==> config.mk <==
export PLATFORM = sky130hd
export DESIGN_NAME = llqd_ctrl
export DESIGN_NICKNAME = d
export VERILOG_FILES = /design/src/hdl/llqd_pkg.sv /design/src/hdl/llqd_ctrl.sv
export SDC_FILE = /design/constraint.sdc
export NUM_CORES = 1
export LEC_CHECK = 0
export ABC_CLOCK_PERIOD_IN_PS = 2200
export BUFFER_PORTS_ARGS = -buffer_cell sky130_fd_sc_hd__buf_2
export CAP_MARGIN = 5
export CORE_AREA = 2 2 39 41
export DETAILED_ROUTE_END_ITERATION = 10
export DIE_AREA = 0 0 41 43
export PLACE_DENSITY = 0.42
export SLEW_MARGIN = 20
export SYNTH_ARGS = -nofsm -noshare
export SYNTH_HDL_FRONTEND = slang
export SYNTH_SLANG_ARGS = --single-unit
==> constraint.sdc <==
create_clock -name clk -period 2.2 [get_ports clk]
set_input_delay 0.44 -clock clk [delete_from_list [all_inputs] [get_ports clk]]
set_output_delay 0.44 -clock clk [all_outputs]
set_load 0.05 [all_outputs]
==> src/hdl/llqd_pkg.sv <==
package llqd_pkg;

    localparam int unsigned BIAS_W    = 16;
    localparam int unsigned COUNT_W   = 16;
    localparam int unsigned REC_W     = 64;
    localparam int unsigned OP_W      = 2;
    localparam int unsigned OUTCOME_W = 3;
    localparam int unsigned QIDX_W    = 2;
    localparam int unsigned CFG_IDX_W = 3;
    localparam int unsigned CFG_DAT_W = 16;
    localparam int unsigned NUM_BIAS  = 4;
    localparam int unsigned QIU_W     = 3;

    localparam logic [OP_W-1:0] OP_ENQUEUE = 2'd0;
    localparam logic [OP_W-1:0] OP_DRAIN   = 2'd1;
    localparam logic [OP_W-1:0] OP_CLEAR   = 2'd2;

    localparam logic [OUTCOME_W-1:0] OUT_ASSIGNED = 3'd0;
    localparam logic [OUTCOME_W-1:0] OUT_DRAINED  = 3'd1;
    localparam logic [OUTCOME_W-1:0] OUT_REJECTED = 3'd2;
    localparam logic [OUTCOME_W-1:0] OUT_EMPTY    = 3'd3;
    localparam logic [OUTCOME_W-1:0] OUT_CLEARED  = 3'd4;

    localparam logic [CFG_IDX_W-1:0] REG_BIAS0 = 3'd0;
    localparam logic [CFG_IDX_W-1:0] REG_BIAS3 = 3'd3;
    localparam logic [CFG_IDX_W-1:0] REG_QIU   = 3'd4;

    // commands from controller to datapath
    typedef struct packed {
        logic capture;
        logic exec_enq;
        logic exec_drain;
        logic exec_clear;
        logic load_result;
    } llqd_cmd_t;

    // status from datapath to controller
    typedef struct packed {
        logic [OP_W-1:0] op;
    } llqd_status_t;

endpackage

==> src/hdl/llqd_ctrl.sv <==
module llqd_ctrl (
    input  logic                  clk,
    input  logic                  rst_n,
    input  logic                  in_valid,
    output logic                  in_ready,
    output logic                  out_valid,
    input  logic                  out_ready,
    input  llqd_pkg::llqd_status_t status,
    output llqd_pkg::llqd_cmd_t    cmd
);
    import llqd_pkg::*;

    localparam logic [1:0] S_IDLE = 2'd0;
    localparam logic [1:0] S_EXEC = 2'd1;
    localparam logic [1:0] S_READ = 2'd2;

    logic [1:0] state_reg, state_next;
    logic       ovalid_reg, ovalid_next;

    // the output register is free when empty or being taken
    logic out_free;
    assign out_free  = !ovalid_reg || out_ready;
    assign in_ready  = (state_reg == S_IDLE);
    assign out_valid = ovalid_reg;

    // sequencing: idle -> exec (state update, memory read) -> result
    always_comb
    begin
        state_next  = state_reg;
        ovalid_next = ovalid_reg && !out_ready;
        cmd         = '0;
        case (state_reg)
            S_IDLE:
            begin
                if (in_valid)
                begin
                    cmd.capture = 1'b1;
                    state_next  = S_EXEC;
                end
            end
            S_EXEC:
            begin
                if (status.op == OP_ENQUEUE || status.op == OP_DRAIN ||
                    status.op == OP_CLEAR)
                begin
                    if (out_free)
                    begin
                        cmd.exec_enq   = (status.op == OP_ENQUEUE);
                        cmd.exec_drain = (status.op == OP_DRAIN);
                        cmd.exec_clear = (status.op == OP_CLEAR);
                        state_next     = S_READ;
                    end
                end
                else
                begin
                    state_next = S_IDLE;
                end
            end
            S_READ:
            begin
                cmd.load_result = 1'b1;
                ovalid_next     = 1'b1;
                state_next      = S_IDLE;
            end
            default:
            begin
                state_next = S_IDLE;
            end
        endcase
    end

    always_ff @(posedge clk or negedge rst_n)
    begin
        if (!rst_n)
        begin
            state_reg  <= S_IDLE;
            ovalid_reg <= 1'b0;
        end
        else
        begin
            state_reg  <= state_next;
            ovalid_reg <= ovalid_next;
        end
    end
endmodule

==> results.json, run 1 <==
{
  "status": "completed",
  "worst_pin_slew_ns": 0.515,
  "p_per_area_nw_per_um2": 1150,
  "pin_count": 13,
  "first_iter_violations": 1,
  "cap_violations": 0,
  "synth_xor_area_share_pct": 0,
  "power_leakage_uw": 0.000148,
  "dp_cells": 44,
  "h-tree-depth": 1,
  "gp_congestion": 0.526,
  "skew_ns": 0.000585,
  "drv_slew": 0,
  "yosysMostFrequentCell": "dfrtp_1",
  "grt_use_total_pct": 6.94,
  "yosys.area_share.simple_pct": 46.2,
  "worstRegToRegCells": 2,
  "synth_edf_count": 0,
  "synth_top_family_by_area": "simple AND/OR/NAND/NOR gates",
  "muxShareOfSynthArea_pct": 0,
  "synth_top_area_share_pct": 45.5,
  "syn_area_per_cell_um2": 10.3,
  "ys_seq_elements": 3,
  "relSlewSlack_pct": 65.6,
  "grt_pass1_vias": 177,
  "finalCritPeriodShare_pct": 84.2,
  "syn_area_um2": 165,
  "whs_ns": 0.534,
  "synth_warnings": 0,
  "power_uw": 346,
  "clock-root-buffer": "clkbuf_4",
  "synth_seq_area_share_pct": 45.5,
  "synth_top_cell_by_area": "dfrtp_1",
  "ys_top_cells_by_count": "dfrtp_1, nor3b_1, nor4b_1",
  "criticalPathCategory": "reg -> out",
  "timing.fmax_ghz": 0.540,
  "diodes": 0,
  "worst_skew_pair.late_latency_ns": 0.23,
  "clockBufferDepth": 2,
  "ant_nets": 0,
  "drive_gt1_share_pct": 60.6,
  "clk_transition_reported_paths_ns": 0.04,
  "nets": 40,
  "drt_pass1_iterations": 2,
  "rr_startpoint": "out_valid",
  "cts_buffers": 3,
  "largest_register_ffs": 2,
  "core_area_um2": 1380,
  "postSynthCellCount": 16,
  "rrSetupSlack_ns": 1.10,
  "synth_compound_area_share_pct": 6.06,
  "final.min_clock_period_ns": 1.85,
  "std_cell_rows": 14,
  "crit_path_start_kind": "register",
  "placement.io_buffers": 12,
  "ys_types": 12,
  "synthArstFlopShare_pct": 100,
  "die_h_um": 43,
  "area.growth.synth_to_final_pct": 81.8,
  "reg2reg_to": "state_reg[0]",
  "rsz0062_at_grt": "false",
  "synthFlopType": "dfrtp_1",
  "tritoncts": "yes",
  "grt_max_degree": 7,
  "cts.sinks": 3,
  "syn_nets": 22,
  "routed_wl_um": 502,
  "critPathRequiredTime_ns": 1.76,
  "floorplan.initialDensity_pct": 11.9,
  "wl_per_cell_um": 10.2,
  "crit_path_end_kind": "output port",
  "antenna_found_initial": 0,
  "finalNonFillerCells": 49,
  "hpwl_um": 399,
  "fin_area_um2": 300,
  "dieArea_um2": 1760,
  "hold_path_class": "in -> async",
  "synthAdderAreaFrac_pct": 0,
  "place_area_um2": 264,
  "grt_pass1_wl_um": 710,
  "worstPathArrival_ns": 1.41,
  "synthTopCellsByArea": "dfrtp_1, nor4b_1, nor3b_1",
  "routed_via_density": 3.92,
  "path_max_fanout": 5,
  "num_vias": 192,
  "ir_drop_v": 0.000285,
  "fp.dieW_um": 41,
  "drcViolationCount": 0,
  "gr-total-overflow": 0,
  "setup_viol": 0,
  "hold_violations": 0
}
## worst max-delay path, stage by stage, from the launching register on
cell,delay [ns]
dfrtp_1,0.40
nand2b_2,0.24
nor4b_2,0.24
buf_2,0.30
## cells by family (layout without fill, tap and decap cells)
| kind of cell | Yosys count | after routing |
|---|---|---|
| buffers and inverters | 1 | 18 |
| AOI/OAI and AO/OA | 1 | 1 |
| DFF | 3 | 3 |
| and+or+nand+nor | 11 | 11 |
## layout make-up
class	count	area (um^2)
Fill cell	159	1080
Sequential cell	3	75.1
Tap cell	16	20.0
Clock buffer	4	26.3
Inverter	1	3.75
Multi-Input combinational cell	12	105
Timing Repair Buffer	13	70.1
## stage by stage
stage                     TNS, ns  utilization (%)  setup WS, ns
final                           0             21.7         0.349
after global routing            0             21.7         0.294
after CTS                       0             21.7         0.335
after detailed placement        0             19.1         0.462
after global placement          0             19.1         0.508
after floorplan           -0.0653                -       -0.0326
## layer usage
metal  part of all wire, %  vias up  track usage (%)
met5                     0        -                0
met4                     0        0             8.00
met3                    17        0             4.71
met2                    37       13             8.44
met1                    46       87             6.80
li1                      -       92                -
## power breakdown
group | total [uW] | leakage (uW) | switching, uW | internal, uW
registers | 83.6 | 0.0000390 | 14.2 | 69.5
clock network | 95.6 | 0.0000150 | 27.7 | 67.9
logic | 166 | 0.0000938 | 123 | 43.1
## timing repair
action                                 CTS  global route
setup endpoints to repair                0             0
resized for setup                        0             0
setup buffers                            0             0
endpoints found under the hold margin    3             0
hold buffers                             1             0
## cell usage in the layout, fill, tap and decap left out, drive strengths merged, types with 2 or more instances in the layout
| cell type | instances |
|---|---|
| buf | 12 |
| clkbuf | 4 |
| dfrtp | 3 |
| nor2b | 2 |
| nor3b | 2 |
| nor4b | 2 |
## how the worst max path moves through the flow
stage / start / endpoint / slack, ns / cells past startpoint
6_report: state_reg[1] / cmd[1] / 0.35 / 3
5_1_grt: state_reg[1] / cmd[1] / 0.29 / 3
4_1_cts: out_valid / cmd[1] / 0.34 / 3
3_5_place_dp: out_ready / cmd[1] / 0.46 / 4
3_3_place_gp: out_ready / cmd[1] / 0.51 / 4
2_1_floorplan: out_valid / cmd[1] / -0.03 / 2
Power figures use the tool's default switching activity.
==> run 2, diff against run 1 <==
--- a/config.mk
+++ b/config.mk
@@ -5,13 +5,14 @@
 export SDC_FILE = /design/constraint.sdc
 export NUM_CORES = 1
 export LEC_CHECK = 0
-export ABC_CLOCK_PERIOD_IN_PS = 2200
+export ABC_AREA = 1
+export ABC_CLOCK_PERIOD_IN_PS = 1900
 export BUFFER_PORTS_ARGS = -buffer_cell sky130_fd_sc_hd__buf_2
 export CAP_MARGIN = 5
 export CORE_AREA = 2 2 39 41
 export DETAILED_ROUTE_END_ITERATION = 10
 export DIE_AREA = 0 0 41 43
-export PLACE_DENSITY = 0.42
+export PLACE_DENSITY = 0.44
 export SLEW_MARGIN = 20
 export SYNTH_ARGS = -nofsm -noshare
 export SYNTH_HDL_FRONTEND = slang
==> constraint.sdc (replaced) <==
create_clock -name clk -period 1.9 [get_ports clk]
set_input_delay 0.38 -clock clk [delete_from_list [all_inputs] [get_ports clk]]
set_output_delay 0.38 -clock clk [all_outputs]
set_load 0.05 [all_outputs]
==> run 2 against run 1 <==
Compared with the run above:
- sequential power rose by 9.2%
- power rose by 7.7%
- die area did not move
- utilization rose by 0.90 points
- clock-buffer cell count did not move
- design area rose by 4.2%
- largest cell class unchanged
- highest routed layer unchanged
==> results.json, run 2 <==
{
  "status": "completed",
  "die_h_um": 43,
  "fin_area_um2": 313,
  "place_area_um2": 277,
  "synthArstFlopShare_pct": 100,
  "power_leakage_uw": 0.000199,
  "gr-total-overflow": 0,
  "synth_warnings": 0,
  "grt_use_total_pct": 6.83,
  "cap_violations": 0,
  "core_area_um2": 1380,
  "antenna_found_initial": 0,
  "criticalPathCategory": "reg -> out",
  "wl_per_cell_um": 6.86,
  "grt_pass1_vias": 186,
  "num_vias": 217,
  "path_max_fanout": 4,
  "nets": 57,
  "timing.fmax_ghz": 0.614,
  "h-tree-depth": 1,
  "drt_pass1_iterations": 3,
  "grt_max_degree": 5,
  "clk_transition_reported_paths_ns": 0.03,
  "worst_pin_slew_ns": 0.251,
  "cts_resized": 0,
  "ir_drop_v": 0.000398,
  "dieArea_um2": 1760,
  "clock-root-buffer": "clkbuf_4",
  "fp.dieW_um": 41,
  "synth_edf_count": 0,
  "worst_skew_pair.late_latency_ns": 0.23,
  "worstPathArrival_ns": 1.25,
  "drcViolationCount": 0,
  "rsz0062_at_grt": "false",
  "hold_path_class": "in -> reg",
  "synth_top_area_share_pct": 38.7,
  "routed_via_density": 3.29,
  "ys_seq_elements": 3,
  "hpwl_um": 375,
  "skew_ns": 0.00131,
  "critPathRequiredTime_ns": 1.52,
  "postSynthCellCount": 33,
  "p_per_area_nw_per_um2": 1190,
  "largest_register_ffs": 2,
  "diodes": 0,
  "cts.sinks": 3,
  "routed_wl_um": 453,
  "synthTopCellsByArea": "dfrtp_1, nand2_1, inv_1",
  "syn_area_um2": 194,
  "grt_pass1_wl_um": 710,
  "fin_util_pct": 22.6,
  "ys_top_cells_by_count": "nand2_1, inv_1, nor2_1",
  "floorplan.initialDensity_pct": 14.0,
  "synth_top_cell_by_area": "dfrtp_1",
  "yosysMostFrequentCell": "nand2_1",
  "relSlewSlack_pct": 83.4,
  "crit_path_end_kind": "output port",
  "tritoncts": "yes",
  "syn_area_per_cell_um2": 5.88,
  "tns_ns": 0,
  "final.min_clock_period_ns": 1.63,
  "finalCritPeriodShare_pct": 85.8,
  "area.growth.synth_to_final_pct": 61.3,
  "ys_types": 7,
  "post-cts-setup-buffer-count": 0,
  "placement.io_buffers": 12,
  "setup_viol": 0,
  "mostFrequentLayoutCells": "buf_2, nand2_1, inv_1",
  "layout_commonest_cell": "buf_2",
  "syn_nets": 39,
  "first_iter_violations": 2,
  "clockBufferDepth": 2,
  "gp_congestion": 0.628,
  "hold_violations": 0,
  "synth_seq_area_share_pct": 38.7,
  "drv_slew": 0,
  "std_cell_rows": 14,
  "ant_nets": 0,
  "drive_gt1_share_pct": 34.0,
  "cts_buffers": 3,
  "synthFlopType": "dfrtp_1",
  "crit_path_start_kind": "register",
  "pin_count": 13
}
## run 2: cell types whose count changed after synthesis, sizes merged, moves of 2 or more
cell   delta
inv       +7
nand3     +2
nor2b     -2
nor2      +7
nand2    +10
nor3b     -2
nor4b     -2
## run 2: through the flow
step	setup slack [ns]	instances	hold WS (ns)	total power [uW]
after floorplan	0.0461	33	0.0844	221
after global placement	0.491	61	0.179	260
after detailed placement	0.495	61	0.179	260
after CTS	0.244	66	0.397	382
after global routing	0.104	66	0.422	399
final	0.270	66	0.399	372
## run 2: timing repair
action	CTS	global route
hold buffers	1	0
setup endpoints to repair	0	0
hold endpoints to repair	3	0
## run 2: layout make-up
cell class | count | area, um^2
fillers | 163 | 1070
flip-flops and latches | 3 | 75.1
clock buffers | 4 | 26.3
repair buffers | 13 | 70.1
multi-input cells | 22 | 91.3
inverters | 8 | 30.0
well taps | 16 | 20.0
## run 2: cell families (layout without fill, tap and decap cells)
logic type,after synthesis,in the layout,share of synthesized area (%)
buf+inv,8,25,15.5
simple gates,21,21,43.2
flops,3,3,38.7
compound gates,1,1,2.58
## run 2: where the power goes
group	internal (uW)	switching [uW]
Combinational	39.4	128
Clock	78.8	34.0
Sequential	77.6	13.7
Total	196	176
## run 2: layer usage
metal	vias to the layer above	global-route usage [%]	wire, um	share of wire (%)
li1	127	-	-	-
met1	78	7.40	194	43
met2	12	7.50	189	42
met3	0	7.85	70	15
met4	0	4.00	0	0
met5	-	0	0	0
## run 2: worst paths after layout
| kind | start | end | slack (ns) | cells past startpoint |
|---|---|---|---|---|
| worst max-delay path | state_reg[0] | cmd[3] | 0.27 | 5 |
| worst min-delay path | in_valid | state_reg[0] | 0.40 | 3 |
| worst max register to register | state_reg[0] | state_reg[1] | 1.07 | 4 |
| worst min register to register | state_reg[0] | out_valid | 0.55 | 1 |
| max in group asynchronous | rst_n | state_reg[1] | 1.33 | 2 |
| min in group asynchronous | rst_n | out_valid | 0.47 | 2 |
## run 2: critical path: stages (launching register included)
cell	delay, ns
dfrtp_1	0.39
inv_1	0.06
nor2_2	0.14
nand2_1	0.09
nor2_1	0.08
buf_2	0.26
